--- src/design/ipdbf_pkg.sv ---
// ----------------------------------------------------------------------------
// ipdbf_pkg
// Shared types and constants for the IPv4 destination block filter.
// ----------------------------------------------------------------------------
`default_nettype none

package ipdbf_pkg;

  // Request commands.
  typedef enum logic [2:0] {
    CMD_FRAME    = 3'd0,
    CMD_SET_ADDR = 3'd1,
    CMD_DEL_ADDR = 3'd2,
    CMD_SET_PAIR = 3'd3,
    CMD_DEL_PAIR = 3'd4
  } cmd_e;

  // Verdict causes.
  localparam logic [2:0] CAUSE_NONE      = 3'd0;
  localparam logic [2:0] CAUSE_ADDR_HIT  = 3'd1;
  localparam logic [2:0] CAUSE_PAIR_HIT  = 3'd2;
  localparam logic [2:0] CAUSE_NOT_IPV4  = 3'd3;
  localparam logic [2:0] CAUSE_TRUNCATED = 3'd4;
  localparam logic [2:0] CAUSE_OTHER     = 3'd5;

  // Table command status codes.
  localparam logic [1:0] STATUS_DONE      = 2'd0;
  localparam logic [1:0] STATUS_FULL      = 2'd1;
  localparam logic [1:0] STATUS_NOT_FOUND = 2'd2;

  // Result kinds.
  localparam logic KIND_VERDICT = 1'b0;
  localparam logic KIND_STATUS  = 1'b1;

  // Protocol constants.
  localparam logic [15:0] ETHERTYPE_IPV4 = 16'h0800;
  localparam logic [7:0]  PROTO_TCP      = 8'd6;
  localparam logic [7:0]  PROTO_UDP      = 8'd17;

  // Byte positions of captured header fields.
  localparam logic [5:0] POS_ETYPE_HI = 6'd12;
  localparam logic [5:0] POS_ETYPE_LO = 6'd13;
  localparam logic [5:0] POS_PROTO    = 6'd23;
  localparam logic [5:0] POS_DADDR_0  = 6'd30;
  localparam logic [5:0] POS_DADDR_1  = 6'd31;
  localparam logic [5:0] POS_DADDR_2  = 6'd32;
  localparam logic [5:0] POS_DADDR_3  = 6'd33;
  localparam logic [5:0] POS_DPORT_HI = 6'd36;
  localparam logic [5:0] POS_DPORT_LO = 6'd37;
  localparam logic [5:0] POS_MAX      = 6'd63;

  // Minimum frame lengths.
  localparam logic [6:0] LEN_ETH_MIN = 7'd14;
  localparam logic [6:0] LEN_IP_MIN  = 7'd34;
  localparam logic [6:0] LEN_TCP_MIN = 7'd54;
  localparam logic [6:0] LEN_UDP_MIN = 7'd42;

  // Header fields of a frame, including its final byte.
  typedef struct packed {
    logic [6:0]  frame_len;
    logic [15:0] ether_type;
    logic [7:0]  ip_protocol;
    logic [31:0] dest_address;
    logic [15:0] dest_port;
  } frame_info_t;

endpackage

`default_nettype wire

--- src/design/ipdbf_parser.sv ---
// ----------------------------------------------------------------------------
// ipdbf_parser
// Counts frame bytes and captures the header fields used by the filter.
// ----------------------------------------------------------------------------
`default_nettype none

module ipdbf_parser import ipdbf_pkg::*; (
  input  wire logic        clk_i,
  input  wire logic        rst_ni,
  input  wire logic        byte_en_i,
  input  wire logic [7:0]  frame_byte_i,
  input  wire logic        frame_last_i,
  output frame_info_t      info_o
);

  logic [5:0]  pos_q, pos_d;
  logic [15:0] ether_q, ether_d;
  logic [7:0]  proto_q, proto_d;
  logic [31:0] addr_q, addr_d;
  logic [15:0] port_q, port_d;

  // Field capture at the current byte position.
  always_comb begin
    ether_d = ether_q;
    proto_d = proto_q;
    addr_d  = addr_q;
    port_d  = port_q;
    case (pos_q)
      POS_ETYPE_HI: ether_d = {frame_byte_i, ether_q[7:0]};
      POS_ETYPE_LO: ether_d = {ether_q[15:8], frame_byte_i};
      POS_PROTO:    proto_d = frame_byte_i;
      POS_DADDR_0, POS_DADDR_1, POS_DADDR_2, POS_DADDR_3:
                    addr_d  = {addr_q[23:0], frame_byte_i};
      POS_DPORT_HI: port_d  = {frame_byte_i, port_q[7:0]};
      POS_DPORT_LO: port_d  = {port_q[15:8], frame_byte_i};
      default: ;
    endcase
    if (frame_last_i) begin
      pos_d = '0;
    end else if (pos_q != POS_MAX) begin
      pos_d = pos_q + 6'd1;
    end else begin
      pos_d = pos_q;
    end
  end

  // The view of the frame including the byte presented now.
  assign info_o.frame_len    = {1'b0, pos_q} + 7'd1;
  assign info_o.ether_type   = ether_d;
  assign info_o.ip_protocol  = proto_d;
  assign info_o.dest_address = addr_d;
  assign info_o.dest_port    = port_d;

  // Parser state.
  always_ff @(posedge clk_i or negedge rst_ni) begin
    if (!rst_ni) begin
      pos_q   <= '0;
      ether_q <= '0;
      proto_q <= '0;
      addr_q  <= '0;
      port_q  <= '0;
    end else if (byte_en_i) begin
      pos_q   <= pos_d;
      ether_q <= ether_d;
      proto_q <= proto_d;
      addr_q  <= addr_d;
      port_q  <= port_d;
    end
  end

endmodule

`default_nettype wire

--- config.mk ---
export PLATFORM = sky130hd
export DESIGN_NAME = ipdbf_parser
export DESIGN_NICKNAME = d
export VERILOG_FILES = /design/src/design/ipdbf_pkg.sv /design/src/design/ipdbf_parser.sv
export SDC_FILE = /design/constraint.sdc
export NUM_CORES = 1
export LEC_CHECK = 0
export BUFFER_PORTS_ARGS = -buffer_cell sky130_fd_sc_hd__buf_2
export CORE_ASPECT_RATIO = 1.2
export CORE_UTILIZATION = 57
export CTS_CLUSTER_DIAMETER = 120
export CTS_CLUSTER_SIZE = 25
export DETAILED_ROUTE_END_ITERATION = 10
export PLACE_DENSITY = 0.83
export SYNTH_ARGS = -nofsm -noshare
export SYNTH_HDL_FRONTEND = slang
export SYNTH_SLANG_ARGS = --single-unit
--- constraint.sdc ---
create_clock -name clk_i -period 3.6 [get_ports clk_i]
set_clock_uncertainty 0.2 [all_clocks]
set_input_delay 0.72 -clock clk_i [delete_from_list [all_inputs] [get_ports clk_i]]
set_output_delay 0.72 -clock clk_i [all_outputs]
set_load 0.01 [all_outputs]
==> summary.txt <==
Status
  – Status: complete, no violations

Timing
  – Max Transition Viols Final: 0
  – Rel. slew slack: 35.82%
  – Final Cycle Share: 95.15%
  – Fin crit period: 3.425 ns
  – Final Hold Violating Endpoints: 0
  – Worst slew pin tran: 0.9628 ns
  – Peak Freq: 291.9 MHz
  – Final TNS setup: 0 ns
  – RSZ-0062 raised after global routing: no
  – Setup-failing EPs final: 0

GRT
  – Largest net degree at the start of global routing: 79
  – Overflow after GRT: 0
  – Vias in the first global route: 2933
  – GRT Overall Usage: 25.84%
  – Global-route wire length before repair: 14.76 mm
  – Initial antenna violation count: 0

Clocking
  – Clk buf depth: 2
  – Post-CTS setup buffer count: 0
  – Total CTS buffers: 9
  – # H-tree levels: 3
  – Worst-skew pair later-pin latency: 0.35 ns
  – Clk root buf: clkbuf_8
  – Worst-path clk slew: 0.09 ns
  – CTS sink count: 78
  – TritonCTS clock tree: done

Logic synthesis
  – Synth Flop Type: dfrtp_1
  – Ys async rst share: 100.0%
  – Syn_nets: 341
  – Ys Warns: 0
  – Post-synth EDFFs: 0
  – Yosys cell types: 44
  – Sequential area share after synthesis: 47.27%
  – Synthesized flop and latch total: 78
  – Post-Syn Area: 4129 um^2
  – Post-Synthesis Cells: 325
  – Synth Area per Inst: 12.70 um^2

Critical path
  – Arrival time at the worst endpoint: 2.51 ns
  – Worst path required time: 2.68 ns
  – R2R Setup Slk: 1.29 ns
  – Worst-case reg-to-reg path depth: 6
  – Crit-path cells: or4b_4 > o22ai_4 > buf_12 > mux2_1 > buf_2
  – Worst R2R End: addr_q[17]$_DFFE_PN0P_
  – CP peak stage delay: 0.54 ns
  – CP Launch Type: register
  – Crit Reg-Reg Startpoint: pos_q[1]$_DFFE_PN0P_
  – Critical path fanouts, max: 25
  – Setup Crit Path Kind: register to output port
  – Crit path max-delay cell type: or4b_4
  – Crit end category: output port

Hold path
  – WHS Endpoint: addr_q[27]$_DFFE_PN0P_
  – Hold_sp: addr_q[27]$_DFFE_PN0P_
  – Worst hold stages: 1
  – Hold Crit Class: register to register

Cells and area
  – Post-route core utilization: 69.23%
  – Layout Nets: 419
  – Ratio of cells with drive above 1 in the final layout: 34.31%
  – Area of the multi-input gates: 1996 um^2
  – Fillers: 536
  – ANT cells: 0
  – Layout area overhead: 16.30%
  – Sequential Area: 1953 um^2
  – Non-Filler Instances: 495

Drt
  – Vias post-DR: 3008
  – Vias per cell: 6.077
  – First drt pass iteration count: 4
  – Wire per inst: 18.40 um
  – Drt total wl: 9.109 mm
  – DRC viols: 0
  – DRT iter0 DRCs: 173
  – Post-route ant nets: 0

Placement
  – Gp weighted congestion: 0.8099
  – Port Buffers: 90
  – Placed wire-length estimate: 6.114 mm
  – Placed insts: 479

Power
  – PwrDens: 371.0 nW/um^2
  – Max IR drop VDD: 241.7 uV
  – Static Leak: 2.612 nW

Floorplan
  – Core area: 6937 um^2
  – Initial Util: 59.52%
  – DIE WIDTH: 79.70 um
  – Die ar.: 7590 um^2
  – Io pins: 91
  – Die H: 95.24 um
  – # rows: 33

Flow run
  – Maxcap violations: 0
## per-layer routing
layer	track usage, %	share of wire, %
met5	0	0
met2	41.45	48
met1	34.51	44
met3	5.263	6.2
met4	9.848	1.3
## sequential cells by signal (all words and copies together), names as in the netlist
signal and count:
addr_q 32, ether_q 16, port_q 16, proto_q 8
pos_q 6
## area by class of cell
class	instances	area share (%)
clock inverters	7	1.668
clock buffers	9	2.579
inverters	8	0.6253
flip-flops and latches	78	40.67
multi-input cells	210	41.56
repair buffers	96	10.63
well taps	87	2.267
## layout by cell type (no fill, tap or decap), types with 2 or more instances in the layout
master    netlist  routed
o22ai_4         1       2
a21oi_1         3       3
ha_1            4       3
a311oi_1        2       2
buf_4           0       6
xnor2_1         3       3
nand3_1         6       6
inv_1           8       8
and2_1          6       6
inv_6           0       2
o21ai_0         2       2
o211ai_1        2       2
nand3b_1        2       2
nor2_1          4       4
buf_2           6      89
and3_1          3       3
nor3_2          2       2
nand2_1         2       2
clkbuf_8        0       9
mux2_2         16      16
mux2_1         65      65
dfrtp_1        78      77
a22o_1         65      65
## critical path, delay by kind of cell, from the launching register on
| kind | cells | cell delay (ns) |
|---|---|---|
| mux | 1 | 0.34 |
| compound gates | 1 | 0.38 |
| flops | 1 | 0.50 |
| simple gates | 1 | 0.54 |
| buf+inv | 2 | 0.37 |
## Yosys cell counts (2+ instances only)
| master | number | share of area, % |
|---|---|---|
| o21ai_0 | 2 | 0.24 |
| nor2_1 | 4 | 0.36 |
| inv_1 | 8 | 0.73 |
| clkbuf_1 | 17 | 1.5 |
| buf_2 | 6 | 0.73 |
| o211ai_1 | 2 | 0.36 |
| a22o_1 | 65 | 14 |
| a311oi_1 | 2 | 0.42 |
| and2_1 | 6 | 0.91 |
| nand3b_1 | 2 | 0.36 |
| dfrtp_1 | 78 | 47 |
| xnor2_1 | 3 | 0.64 |
| a21oi_1 | 3 | 0.36 |
| buf_6 | 6 | 1.6 |
| and3_1 | 3 | 0.45 |
| ha_1 | 4 | 1.2 |
| nand3_1 | 6 | 0.73 |
| nand2_1 | 2 | 0.18 |
| nor3_2 | 2 | 0.48 |
| mux2_2 | 16 | 4.4 |
| mux2_1 | 65 | 18 |
## worst max path at each step
stage                     slack, ns  cells after the start                 start    endpoint
after floorplan                0.93                      4  pos_q[4]$_DFFE_PN0P_  info_o[17]
after global placement         0.51                      5  pos_q[5]$_DFFE_PN0P_  info_o[30]
after detailed placement       0.43                      5  pos_q[5]$_DFFE_PN0P_  info_o[32]
after CTS                      0.04                      5  pos_q[5]$_DFFE_PN0P_  info_o[25]
after global routing           0.07                      5  pos_q[5]$_DFFE_PN0P_  info_o[43]
final                          0.17                      5  pos_q[5]$_DFFE_PN0P_  info_o[25]
## per-stage QoR
step           worst slack (ns)  hold slack (ns)  total power (W)  instance area [um^2]
4_1_cts                 0.04325           0.2977         0.001791                  4798
3_5_place_dp             0.4334           0.2778         0.001117                  4594
3_3_place_gp             0.5128           0.2600         0.001113                  4594
5_1_grt                 0.07490           0.3103         0.001849                  4802
6_report                 0.1746           0.2936         0.001782                  4802
2_1_floorplan            0.9279           0.2244         0.001039                  4129
## power breakdown
| group | total (W) | internal [W] | switching (W) |
|---|---|---|---|
| Sequential | 0.000913 | 0.000896 | 0.0000162 |
| Combinational | 0.000189 | 0.0000711 | 0.000118 |
| Clock | 0.000680 | 0.000330 | 0.000350 |
| Total | 0.00178 | 0.00130 | 0.000484 |
## kinds of logic after synthesis
| family | synth area share, % |
|---|---|
| and+or+nand+nor | 6.697 |
| AOI/OAI and AO/OA | 17.24 |
| adders and majority gates | 1.212 |
| buffers and inverters | 4.636 |
| DFF | 47.27 |
| xor gates and xnor gates | 0.8486 |
| muxes | 22.09 |
## what timing repair did
item / CTS / global route
hold buffers: 0 / 0
gates resized for setup: 0 / 2
setup endpoints to repair: 0 / 25
No activity file was read; power rests on OpenSTA's default activity.
